## src/sv/assert_macros.svh

```systemverilog
// Assertion helper macros shared by the RTL.
// No dependencies; included by files that carry concurrent assertions.
`ifndef ASSERT_MACROS_SVH
`define ASSERT_MACROS_SVH

// Implication checked at every clock edge outside reset.
`define ASSERT_CLK(label, clk, rst_n, prop, msg) \
	label: assert property (@(posedge clk) disable iff (!rst_n) (prop)) else $error(msg);

// Condition that must hold at every edge outside reset.
`define ASSERT_ALWAYS(label, clk, rst_n, cond, msg) \
	label: assert property (@(posedge clk) disable iff (!rst_n) (cond)) else $error(msg);

`endif

```

## src/sv/irdlf_pkg.sv

```systemverilog
// Package for the IR distance conditioner: constants, state enum, command and status structs.
// No dependencies.
package irdlf_pkg;
	localparam int TABLE_POINTS = 64;
	localparam int ADC_BITS     = 10;
	localparam int IDX_W        = 6;
	localparam int ADDR_W       = 7;
	localparam int RAW_W        = 18;
	localparam int NUM_W        = 28;
	localparam int DEN_W        = 11;

	localparam logic [2:0] REG_SNAP   = 3'd0;
	localparam logic [2:0] REG_MEDT   = 3'd1;
	localparam logic [2:0] REG_MEDG   = 3'd2;
	localparam logic [2:0] REG_SLOWG  = 3'd3;
	localparam logic [2:0] REG_MIND   = 3'd4;
	localparam logic [2:0] REG_MAXD   = 3'd5;
	localparam logic [2:0] REG_LEFTN  = 3'd6;
	localparam logic [2:0] REG_FRONTN = 3'd7;

	localparam logic [1:0] MODE_FIRST  = 2'd0;
	localparam logic [1:0] MODE_SNAP   = 2'd1;
	localparam logic [1:0] MODE_MEDIUM = 2'd2;
	localparam logic [1:0] MODE_SLOW   = 2'd3;

	typedef enum logic [3:0] {
		ST_IDLE, ST_RD0, ST_CHK0, ST_CHKN, ST_SCAN, ST_SCANW,
		ST_SEG, ST_SEGW, ST_MUL, ST_DIV, ST_FIX, ST_FILT, ST_BLEND, ST_OUT
	} state_t;

	typedef struct packed {
		logic                  load_item;
		logic                  write_point;
		logic                  rd_first;
		logic                  rd_last;
		logic                  rd_scan;
		logic                  rd_seg;
		logic                  latch_a;
		logic                  latch_b;
		logic                  latch_seg;
		logic                  mul_go;
		logic                  div_start;
		logic                  div_step;
		logic                  fix_raw;
		logic                  filt;
		logic                  blend;
		logic                  out_load;
		logic [IDX_W-1:0]      seg_idx;
	} cmd_t;

	typedef struct packed {
		logic              op;
		logic              code_ge_first;
		logic              code_le_last;
		logic              bracket;
		logic              last_pair;
		logic              div_done;
		logic              div_skip;
		logic              need_blend;
		logic [IDX_W-1:0]  last_idx;
		logic [IDX_W-1:0]  scan_i;
	} sts_t;
endpackage

```

## src/sv/irdlf_ctrl.sv

```systemverilog
// Sequencer of the IR distance conditioner: one item at a time.
// Depends on irdlf_pkg.
module irdlf_ctrl (
	input  logic              clk,
	input  logic              arst_n,
	input  logic              in_valid,
	output logic              in_ready,
	output logic              out_valid,
	input  logic              out_ready,
	input  irdlf_pkg::sts_t   sts,
	output irdlf_pkg::cmd_t   cmd
);
	irdlf_pkg::state_t state_q, state_nx;
	logic [irdlf_pkg::IDX_W-1:0] idx_q, idx_nx;
	logic out_valid_q;

	always_ff @(posedge clk or negedge arst_n) begin
		if (!arst_n) begin
			state_q     <= irdlf_pkg::ST_IDLE;
			idx_q       <= '0;
			out_valid_q <= 1'b0;
		end else begin
			state_q <= state_nx;
			idx_q   <= idx_nx;
			if (cmd.out_load)
				out_valid_q <= 1'b1;
			else if (out_ready)
				out_valid_q <= 1'b0;
		end
	end

	assign out_valid = out_valid_q;
	// Next item may enter while a result waits, but a new result cannot overwrite it.
	assign in_ready  = (state_q == irdlf_pkg::ST_IDLE);

	always_comb begin
		state_nx = state_q;
		idx_nx   = idx_q;
		unique case (state_q)
			irdlf_pkg::ST_IDLE: if (in_valid) state_nx = irdlf_pkg::ST_RD0;
			irdlf_pkg::ST_RD0: begin
				if (!sts.op) state_nx = irdlf_pkg::ST_IDLE;
				else state_nx = irdlf_pkg::ST_CHK0;
			end
			irdlf_pkg::ST_CHK0: begin
				if (sts.code_ge_first) begin
					idx_nx = '0;
					state_nx = irdlf_pkg::ST_SEG;
				end else state_nx = irdlf_pkg::ST_CHKN;
			end
			irdlf_pkg::ST_CHKN: begin
				if (sts.code_le_last) begin
					idx_nx = sts.last_idx - 1'b1;
					state_nx = irdlf_pkg::ST_SEG;
				end else begin
					idx_nx = '0;
					state_nx = irdlf_pkg::ST_SCAN;
				end
			end
			irdlf_pkg::ST_SCAN: state_nx = irdlf_pkg::ST_SCANW;
			irdlf_pkg::ST_SCANW: begin
				if (sts.bracket) state_nx = irdlf_pkg::ST_SEG;
				else if (sts.last_pair) state_nx = irdlf_pkg::ST_SEG;
				else begin
					idx_nx = idx_q + 1'b1;
					state_nx = irdlf_pkg::ST_SCAN;
				end
			end
			irdlf_pkg::ST_SEG: state_nx = irdlf_pkg::ST_SEGW;
			irdlf_pkg::ST_SEGW: state_nx = irdlf_pkg::ST_MUL;
			irdlf_pkg::ST_MUL: state_nx = irdlf_pkg::ST_DIV;
			irdlf_pkg::ST_DIV: if (sts.div_done || sts.div_skip) state_nx = irdlf_pkg::ST_FIX;
			irdlf_pkg::ST_FIX: state_nx = irdlf_pkg::ST_FILT;
			irdlf_pkg::ST_FILT: begin
				if (sts.need_blend) state_nx = irdlf_pkg::ST_BLEND;
				else state_nx = irdlf_pkg::ST_OUT;
			end
			irdlf_pkg::ST_BLEND: state_nx = irdlf_pkg::ST_OUT;
			irdlf_pkg::ST_OUT: if (!out_valid_q || out_ready) state_nx = irdlf_pkg::ST_IDLE;
			default: state_nx = irdlf_pkg::ST_IDLE;
		endcase
	end

	always_comb begin
		cmd = '0;
		cmd.seg_idx = idx_q;
		unique case (state_q)
			irdlf_pkg::ST_IDLE: cmd.load_item = in_valid;
			irdlf_pkg::ST_RD0: begin
				cmd.write_point = !sts.op;
				cmd.rd_first = sts.op;
			end
			irdlf_pkg::ST_CHK0: cmd.rd_last = 1'b1;
			irdlf_pkg::ST_CHKN: ;
			irdlf_pkg::ST_SCAN: cmd.rd_scan = 1'b1;
			irdlf_pkg::ST_SCANW: ;
			irdlf_pkg::ST_SEG: cmd.rd_seg = 1'b1;
			irdlf_pkg::ST_SEGW: cmd.latch_seg = 1'b1;
			irdlf_pkg::ST_MUL: cmd.mul_go = 1'b1;
			irdlf_pkg::ST_DIV: begin
				cmd.div_start = 1'b0;
				cmd.div_step = 1'b1;
			end
			irdlf_pkg::ST_FIX: cmd.fix_raw = 1'b1;
			irdlf_pkg::ST_FILT: cmd.filt = 1'b1;
			irdlf_pkg::ST_BLEND: cmd.blend = 1'b1;
			irdlf_pkg::ST_OUT: cmd.out_load = !out_valid_q || out_ready;
			default: ;
		endcase
		cmd.latch_a = 1'b0;
		cmd.latch_b = 1'b0;
	end
endmodule

```

## config.mk

```make
export PLATFORM = sky130hd
export DESIGN_NAME = irdlf_ctrl
export DESIGN_NICKNAME = d
export VERILOG_FILES = /design/src/sv/assert_macros.svh /design/src/sv/irdlf_pkg.sv /design/src/sv/irdlf_ctrl.sv
export SDC_FILE = /design/constraint.sdc
export NUM_CORES = 1
export LEC_CHECK = 0
export BUFFER_PORTS_ARGS = -buffer_cell sky130_fd_sc_hd__buf_2
export CORE_MARGIN = 3
export CORE_UTILIZATION = 45
export CTS_CLUSTER_SIZE = 28
export DETAILED_ROUTE_END_ITERATION = 7
export GPL_TIMING_DRIVEN = 0
export PLACE_DENSITY_LB_ADDON = 0.2
export SLEW_MARGIN = 20
export SYNTH_ARGS = -nofsm -noshare
export SYNTH_HDL_FRONTEND = slang
export SYNTH_SLANG_ARGS = --single-unit
```

## constraint.sdc

```tcl
create_clock -name clk -period 1.65 [get_ports clk]
set_input_delay 0.165 -clock clk [delete_from_list [all_inputs] [get_ports clk]]
set_output_delay 0.165 -clock clk [all_outputs]
set_load 0.05 [all_outputs]
```

==> out/results.ini <==
[sta]
setup_ws_ns = 0.0280
fin_skew_ns = 0.00387
setup_viol = 0
rsz0062_at_grt = yes
period_minus_slack_ns = 1.62
maxSlewViolCount = 0
fmax_mhz = 617
fin_crit_sh_pct = 98.3
finalHoldViolCount = 0

[global_route]
overflow = 0
antenna_found_initial = 0
grt_pass1_vias = 921
grt_max_degree = 12
grt_pass1_wl_um = 4160
grt_usage_pct = 20.4

[setup_path]
path_class = flip-flop to primary output
cp_max_fo = 10
start_kind = flip-flop
cp-end-kind = primary output
critPathRequiredTime_ns = 1.48
arrival_ns = 1.46

[floorplanning]
die_area_mm2 = 0.00275
die_w_um = 52.5
num_rows = 16
start_util_pct = 48.5
die_h_um = 52.5
core_mm2 = 0.00200
ios = 48

[logic_synthesis]
synthSimpleGateAreaFrac_pct = 30.4
avgSynthCellArea_um2 = 8.02
ys_top_cells_by_area = dfrtp_1 28%, buf_4 3.9%, inv_1 3.9%
synthMostInstantiatedCell = dfrtp_1
synth_flop_cell = dfrtp_1
yosys_warnings = 0
syn_area_um2 = 971
synth_xor_area_share_pct = 3.61
synthTopCellsByCount = 11 x dfrtp_1, 10 x inv_1, 10 x nand2_1
ys_ff_latch = 11
seq_area_frac_synth_pct = 28.4
synth_enable_flop_cells = 0
postSynth.asyncResetShare_pct = 100
netlist_instances = 121
synthAdderAreaFrac_pct = 2.58
synth_top_family_by_area = simple AND/OR/NAND/NOR gates
synth.top_cell.area_share_pct = 28.4
ys_types = 43
synthMuxAreaShare_pct = 0
yosys.area.top_type = dfrtp_1
synth_compound_area_share_pct = 24.7

[placed_design]
dp_slack_ns = -0.161
dp_cells = 188
routabilityCongestion = 0.852
postPlaceCellArea_mm2 = 0.00126
io_buffers = 38
dp_hpwl_um = 1960

[pwr]
ir_drop_uv = 1320
power_frac_clock_pct = 7.7
switching_power_mw = 1.33
total_leakage_power_nw = 0.671
p_sw_share_pct = 52.9
powerDensity_mw_per_mm2 = 1680
power_frac_seq_pct = 17.3
internal-power_mw = 1.19
p_total_mw = 2.52
comb_power_share_pct = 75.0

[finish]
diodes = 0
fill_cells = 151
drive_above_1_share_pct = 48.8
finalNonFillerCells = 197
fin_nets = 197
final_area_mm2 = 0.00150
final_util_pct = 74.7
areaGrowthSynthToFinish_pct = 54.0

[worst_hold_path]
hold_path_class = input pin to flip-flop

[drt]
viasPerCell = 5.49
wl_um = 2630
routedWlPerCell_um = 13.4
drc = 0
drtPass1Iterations = 4
ant_nets = 0
drtIter0Drc = 17
vias = 1081

[clock_tree]
cts_tree = yes
path_clk_slew_ns = 0.07
clock_latency_ns = 0.28
cts_root_buffer = clkbuf_4
clk_path_buf_depth = 2
htree_num_levels = 1
numCtsBuffers = 3
cts_sinks = 11

[job]
cap_viol_max_count = 0

[run_status]
status = completed

==> metal layers <==
metal	up-vias	share of wire, %	GRT usage (%)	routed length (um)
met5	-	0	0	0
met4	0	0.87	3.83	23
met3	3	8.0	6.84	212
met2	46	50	34.3	1320
met1	500	41	25.2	1080
li1	532	-	-	-
==> cells by family after synthesis <==
logic type      count (synthesis)
other cells                     1
simple gates                   49
fa+ha+maj                       2
flops                          11
xor+xnor                        4
buf+inv                        20
compound gates                 34
==> cell type report <==
class	instances	area (um2)	share of cell area [%]
buffer	10	101	6.78
clock buffer	4	26.3	1.76
tap	27	33.8	2.26
sequential	11	283	18.9
multi-input combinational	92	722	48.3
inverter	10	37.5	2.51
timing repair buffer	43	292	19.5
==> cell usage in the layout, fill, tap and decap left out, drive strengths merged, types with 2 or more instances in the layout <==
| master | synthesis | layout |
|---|---|---|
| a21oi | 4 | 4 |
| a22oi | 4 | 4 |
| and2 | 2 | 2 |
| buf | 7 | 51 |
| clkbuf | 3 | 5 |
| conb | 1 | 3 |
| dfrtp | 11 | 11 |
| ha | 2 | 2 |
| inv | 10 | 10 |
| nand2 | 10 | 10 |
| nand2b | 4 | 4 |
| nand3 | 3 | 3 |
| nor2 | 9 | 9 |
| nor2b | 3 | 3 |
| nor3 | 8 | 8 |
| o21a | 2 | 2 |
| o21ai | 6 | 6 |
| o22ai | 5 | 5 |
| o2bb2ai | 2 | 2 |
| o32a | 3 | 3 |
| or3 | 2 | 2 |
| xnor2 | 3 | 3 |
==> power by group through the flow <==
stage               Clock (mW)  Combinational [mW]  Sequential (mW)
floorplan                    0                1.05            0.548
global placement             0                1.42            0.440
detailed placement           0                1.45            0.445
CTS                      0.191                1.63            0.447
global route             0.208                2.01            0.447
finish                   0.193                1.89            0.436
==> sequential cells by signal, indices dropped and copies added (netlist names) <==
register,flops
idx_q,6
state_q,4
out_valid,1
==> per-stage QoR <==
stage	hold slack [ns]	setup TNS, ns
floorplan	-0.131	-0.673
global placement	0.0517	-0.251
detailed placement	0.0542	-0.516
CTS	0.218	-0.00414
global route	0.240	-0.0879
finish	0.214	0
==> path summary, 6_finish.rpt <==
path	from	endpoint	slack (ns)	cells after the start
setup / recovery	state_q[0]$_DFFE_PN0P_	cmd[18]	0.03	4
hold / removal	sts[12]	state_q[0]$_DFFE_PN0P_	0.21	3
setup reg to reg	state_q[1]$_DFFE_PN0P_	idx_q[5]$_DFFE_PN0P_	0.05	5
hold reg to reg	idx_q[1]$_DFFE_PN0P_	idx_q[1]$_DFFE_PN0P_	0.54	1
max in group asynchronous	arst_n	state_q[0]$_DFFE_PN0P_	1.13	2
min in group asynchronous	arst_n	out_valid$_DFFE_PN0P_	0.29	2
==> worst max-delay path, cell delays in order, from the launching register on <==
cell and delay [ns]:
dfrtp_2 0.47, buf_8 0.17, nand2b_4 0.16, nor3_4 0.19, buf_6 0.18
==> timing repair <==
| item | 4_1_cts | 5_1_grt |
|---|---|---|
| pin swaps | 1 | 2 |
| setup buffers | 0 | 4 |
| resized for setup | 33 | 19 |
| setup endpoints to repair | 12 | 13 |
| hold buffers | 1 | 0 |
| endpoints found under the hold margin | 11 | 0 |
Power figures use the tool's default switching activity.
